## config.mk

```make
export PLATFORM = sky130hd
export DESIGN_NAME = pcs_step_unit
export DESIGN_NICKNAME = d
export VERILOG_FILES = /design/src/sv/prime_count_odd_bit_sieve_unit_defines.svh /design/src/sv/pcs_pkg.sv /design/src/sv/pcs_step_unit.sv
export SDC_FILE = /design/constraint.sdc
export NUM_CORES = 1
export LEC_CHECK = 0
export BUFFER_PORTS_ARGS = -buffer_cell sky130_fd_sc_hd__buf_2
export CAP_MARGIN = 0
export CORE_MARGIN = 5
export CORE_UTILIZATION = 52
export DETAILED_ROUTE_END_ITERATION = 8
export PLACE_DENSITY_LB_ADDON = 0.05
export SLEW_MARGIN = 15
export SYNTH_ARGS = -nofsm -noshare
export SYNTH_HDL_FRONTEND = slang
export SYNTH_SLANG_ARGS = --single-unit
```

## constraint.sdc

```tcl
create_clock -name vclk -period 5.47
set_input_delay 0.8205 -clock vclk [all_inputs]
set_output_delay 0.8205 -clock vclk [all_outputs]
set_load 0.02 [all_outputs]
```

## src/sv/prime_count_odd_bit_sieve_unit_defines.svh

```systemverilog
// assertion macros for the prime count sieve unit
// no dependencies; included by the rtl files that carry assertions
`ifndef PRIME_COUNT_ODD_BIT_SIEVE_UNIT_DEFINES_SVH
`define PRIME_COUNT_ODD_BIT_SIEVE_UNIT_DEFINES_SVH
`ifndef SYNTHESIS
`define PCS_ASSERT(lbl, clk, rstn, prop) \
    lbl: assert property (@(posedge clk) disable iff (!rstn) prop) \
        else $error("pcs assertion failed");
`define PCS_ASSERT_NR(lbl, clk, prop) \
    lbl: assert property (@(posedge clk) prop) \
        else $error("pcs assertion failed");
`else
`define PCS_ASSERT(lbl, clk, rstn, prop)
`define PCS_ASSERT_NR(lbl, clk, prop)
`endif
`endif

```

## src/sv/pcs_pkg.sv

```systemverilog
// constants, types and index helpers for the prime count sieve unit
// no dependencies; imported by pcs_step_unit, the top level, the checker and the testbench
`default_nettype none
package pcs_pkg;

    localparam int MAX_LIMIT   = 65535;
    localparam int WORD_BITS   = 32;
    localparam int STORE_WORDS = (MAX_LIMIT / 2) / WORD_BITS + 1;
    localparam int ADDR_W      = $clog2(STORE_WORDS);
    localparam int BIT_W       = $clog2(WORD_BITS);
    localparam int LIMIT_W     = 16;
    localparam int COUNT_W     = 13;
    localparam int CAND_W      = 17;
    localparam int MULT_W      = 18;
    localparam int PROD_W      = 2 * LIMIT_W;

    localparam logic [COUNT_W-1:0] COUNT_MAX = {COUNT_W{1'b1}};

    typedef enum logic [3:0] {
        ST_IDLE,
        ST_CLEAR,
        ST_CAND_RD,
        ST_CAND_CHK,
        ST_SQ_CHK,
        ST_NEXT,
        ST_MARK_RD,
        ST_MARK_WR,
        ST_FINISH
    } state_t;

    typedef struct packed {
        logic [MULT_W-1:0]  a;
        logic [MULT_W-1:0]  b;
        logic [LIMIT_W-1:0] lim;
    } step_op_t;

    typedef struct packed {
        logic [MULT_W-1:0] sum;
        logic              gt;
    } step_res_t;

    // odd k sits at bit (k-1)/2 of the store
    function automatic logic [ADDR_W-1:0] word_of(input logic [MULT_W-1:0] k);
        word_of = k[ADDR_W+BIT_W:BIT_W+1];
    endfunction

    function automatic logic [BIT_W-1:0] bit_of(input logic [MULT_W-1:0] k);
        bit_of = k[BIT_W:1];
    endfunction

endpackage
`default_nettype wire

```

## src/sv/pcs_step_unit.sv

```systemverilog
// shared add and limit compare used by the clear, candidate, square check and marking steps of the sieve sequencer
// depends on pcs_pkg
`default_nettype none
module pcs_step_unit (
    input  pcs_pkg::step_op_t  op_i,
    output pcs_pkg::step_res_t res_o
);
    import pcs_pkg::*;

    always_comb begin
        res_o.sum = op_i.a + op_i.b;
        res_o.gt  = op_i.a > MULT_W'(op_i.lim);
    end

endmodule
`default_nettype wire

```

**Word-level counts from Yosys, hierarchy flattened**

Cells that the tools add are included.

- Add/sub/neg operators: 1
- Order comparisons: 1

Operator list:

| operator | count |
|---|---|
| adder 18 bit | 1 |
| > comparator 18 x 16 -> 1 bit | 1 |

- Output and inout port bits: 19
- Bits of input ports: 52
- Flip-flop bits (word level): 0

**Longest topological paths before layout**

- Depth in word-level cells: 1
- Gate-level depth with buffers: 9

**Worst setup path after synthesis**

Ideal clock, no wire load.

- Path type: input -> output
- Start point: in op_i[16] in the netlist's numbering
- End point: out res_o[13] in the netlist's numbering
- Slack: 2207 ps
- Cell stages on the path: 9
- Buffers on the path: 0
- Required time: 4649 ps
- Data arrival time: 2442 ps
- Cell sequence: ha_1 > inv_1 > fa_1 > nor2b_4 > o31a_4 > a21oi_4 > o21ai_2 > mux2i_1 > a211oi_2

RTL lines:

| item | line | text |
|---|---|---|
| start, declared | pcs_step_unit.sv:5 | `input pcs_pkg::step_op_t op_i,` |
| end, declared | pcs_step_unit.sv:6 | `output pcs_pkg::step_res_t res_o` |

==> results.sh <==
export IMPL_status="finished, final reports clean"
export IMPL_via_per_inst=5.29
export IMPL_hp_start="op_i[16]"
export IMPL_power_total_uw=223
export IMPL_p_seq_share_pct=0
export IMPL_p_sw_uw=127
export IMPL_internal_power_uw=95.2
export IMPL_min_to="res_o[1]"
export IMPL_first_global_vias=1311
export IMPL_yosysTopAreaCell="ha_1"
export IMPL_nets=333
export IMPL_vias=1456
export IMPL_die_w_microns=60.6
export IMPL_netSwitchingFraction_pct=57.2
export IMPL_critPathKind="input pin to output pin"
export IMPL_power_frac_comb_pct=100.0
export IMPL_numSequentialCells=0
export IMPL_firstDrtPassIters=4
export IMPL_finalSetupTns_ns=0
export IMPL_clkbuf_count=0
export IMPL_worstMarginPinSlew_ns=0.377
export IMPL_coreArea_sq_mm=0.00245
export IMPL_relSlewSlack_pct=74.6
export IMPL_synth_cell_types=45
export IMPL_diodes=0
export IMPL_critPathLaunchType="input pin"
export IMPL_use_met1_pct=22.8
export IMPL_initial_utilization_pct=54.2
export IMPL_cts_resized_gates=0
export IMPL_cap_violations=0
export IMPL_syn_area_per_cell_sq_um=7.65
export IMPL_slew_violations=0
export IMPL_power_density_mw_per_mm2=129
export IMPL_synth_area_sq_mm=0.00133
export IMPL_rsz0062_at_grt="no"
export IMPL_vdd_ir_drop_max_v=0.000115
export IMPL_wl_per_cell_microns=12.5
export IMPL_drtAntennaViolNets=0
export IMPL_p_leak_nw=0.974
export IMPL_grtUsageMet2_pct=36.0
export IMPL_synth_area_top_cells="ha_1, a21oi_1, xnor2_1"
export IMPL_grt_remaining_overflow=0
export IMPL_synth_simple_gate_area_share_pct=20.3
export IMPL_min_path_cells=3
export IMPL_grt_pass1_wl_microns=5320
export IMPL_synth_area_mux_share_pct=2.26
export IMPL_cp_data_required_time_ns=4.65
export IMPL_drive_gt1_share_pct=36.3
export IMPL_drt_total_wl_microns=3450
export IMPL_synthCells=174
export IMPL_finalHoldViolations=0
export IMPL_worstSetupEndpointType="output pin"
export IMPL_synth_xor_area_share_pct=9.21
export IMPL_cp_max_fo=4
export IMPL_first_iter_violations=29
export IMPL_synth_seq_area_share_pct=0
export IMPL_syn2layout_area_growth_pct=29.5
export IMPL_fin_crit_ns=3.48
export IMPL_die_area_sq_mm=0.00367
export IMPL_clkPwrFrac_pct=0
export IMPL_syn_num_nets=260
export IMPL_fmax_ghz=0.288
export IMPL_core_rowCount=18
export IMPL_place_congestion=0.897
export IMPL_postCtsSetupRepairBufs=0
export IMPL_fin_area_sq_mm=0.00172
export IMPL_synth_warnings=0
export IMPL_use_met3_pct=0.213
export IMPL_cp_arrival_ns=2.66
export IMPL_grt_max_degree=8
export IMPL_synth_top_area_share_pct=31.0
export IMPL_min_period_over_period_pct=63.5
export IMPL_synth_compound_area_share_pct=29.2
export IMPL_hold_class="input pin to output pin"
export IMPL_ios=71
export IMPL_die_h_microns=60.6
export IMPL_synth_top_family_by_area="adder cells"
export IMPL_grt_usage_pct=18.3
export IMPL_synthAdderAreaFrac_pct=32.5
export IMPL_place_area_sq_mm=0.00172
export IMPL_io_buffer_count=71
export IMPL_busiest_layer="met2"
export IMPL_antenna_found_initial=0
export IMPL_drc=0
export IMPL_hold_buffers=0
export IMPL_setup_viol=0
export IMPL_dpl_hpwl_microns=3130
export IMPL_regArea_sq_um=0
synthesized netlist by cell type (all sizes together) (2+ instances only):
library cell,number
ha,33
o21ai,8
nor2,10
and3,3
a221oi,2
a21o,8
nor3,5
nor2b,6
nand4,2
o31a,2
nor4,2
a21oi,23
nand3,5
a31oi,2
xnor2,10
nand2,7
o21a,3
inv,23
xor2,4
mux2i,3
layer usage:
| layer | vias to the layer above | part of all wire, % |
|---|---|---|
| met5 | - | 0 |
| met4 | 0 | 0.90 |
| met1 | 616 | 42 |
| met3 | 2 | 7.5 |
| met2 | 54 | 50 |
| li1 | 784 | - |
worst max-delay path by stage:
| stage | startpoint | endpoint | cells past startpoint |
|---|---|---|---|
| after detailed placement | op_i[16] | res_o[13] | 11 |
| final | op_i[16] | res_o[13] | 11 |
| after global placement | op_i[16] | res_o[13] | 11 |
| after global routing | op_i[16] | res_o[13] | 11 |
| after CTS | op_i[16] | res_o[13] | 11 |
| after floorplan | op_i[16] | res_o[13] | 9 |
logic make-up (layout without fill, tap and decap cells):
| family | count (synthesis) | in the layout |
|---|---|---|
| AO/OA/AOI/OAI | 53 | 53 |
| XOR/XNOR | 14 | 14 |
| adder cells (fa/ha/maj) | 34 | 34 |
| buffers and inverters | 23 | 94 |
| multiplexers | 3 | 3 |
| AND/OR/NAND/NOR | 47 | 47 |
power by group through the flow:
stage               Sequential [mW]  Clock (mW)  Combinational, mW
global route                      0           0              0.246
finish                            0           0              0.223
CTS                               0           0              0.224
detailed placement                0           0              0.223
floorplan                         0           0              0.156
global placement                  0           0              0.221
placed cells by master (no fill, tap or decap), types with 2 or more instances in the layout:
master / n
o21ai_0: 4
nand3_1: 5
a21oi_1: 18
nor2_1: 10
nand4_1: 2
a21o_1: 8
xor2_1: 4
o21a_1: 3
inv_1: 23
buf_2: 71
xnor2_1: 10
nor3_1: 4
a21oi_2: 4
mux2i_1: 3
nor2b_1: 4
and3_1: 2
o21ai_1: 2
o21ai_2: 2
ha_1: 33
nand2_1: 7
critical path: stages:
cell,delay [ns]
buf_2,0.10
ha_1,0.20
inv_1,0.07
fa_1,0.26
nor2b_4,0.06
o31a_4,0.30
a21oi_4,0.22
o21ai_2,0.11
mux2i_1,0.14
a211oi_2,0.18
buf_2,0.19
metrics by stage:
stage	cells	worst slack (ns)	utilization, %	hold slack, ns
floorplan	174	2.21	-	1.84
global placement	275	2.04	70.2	1.98
detailed placement	275	1.99	70.2	2.00
CTS	275	1.99	70.2	2.00
global route	275	1.91	70.2	2.01
finish	275	1.99	70.2	2.00
final cells by class:
cell class / count / area (sq um)
fillers: 233 / 731
repair buffers: 71 / 355
well taps: 30 / 37.5
multi-input cells: 151 / 1240
inverters: 23 / 86.3
Power figures use the tool's default switching activity.
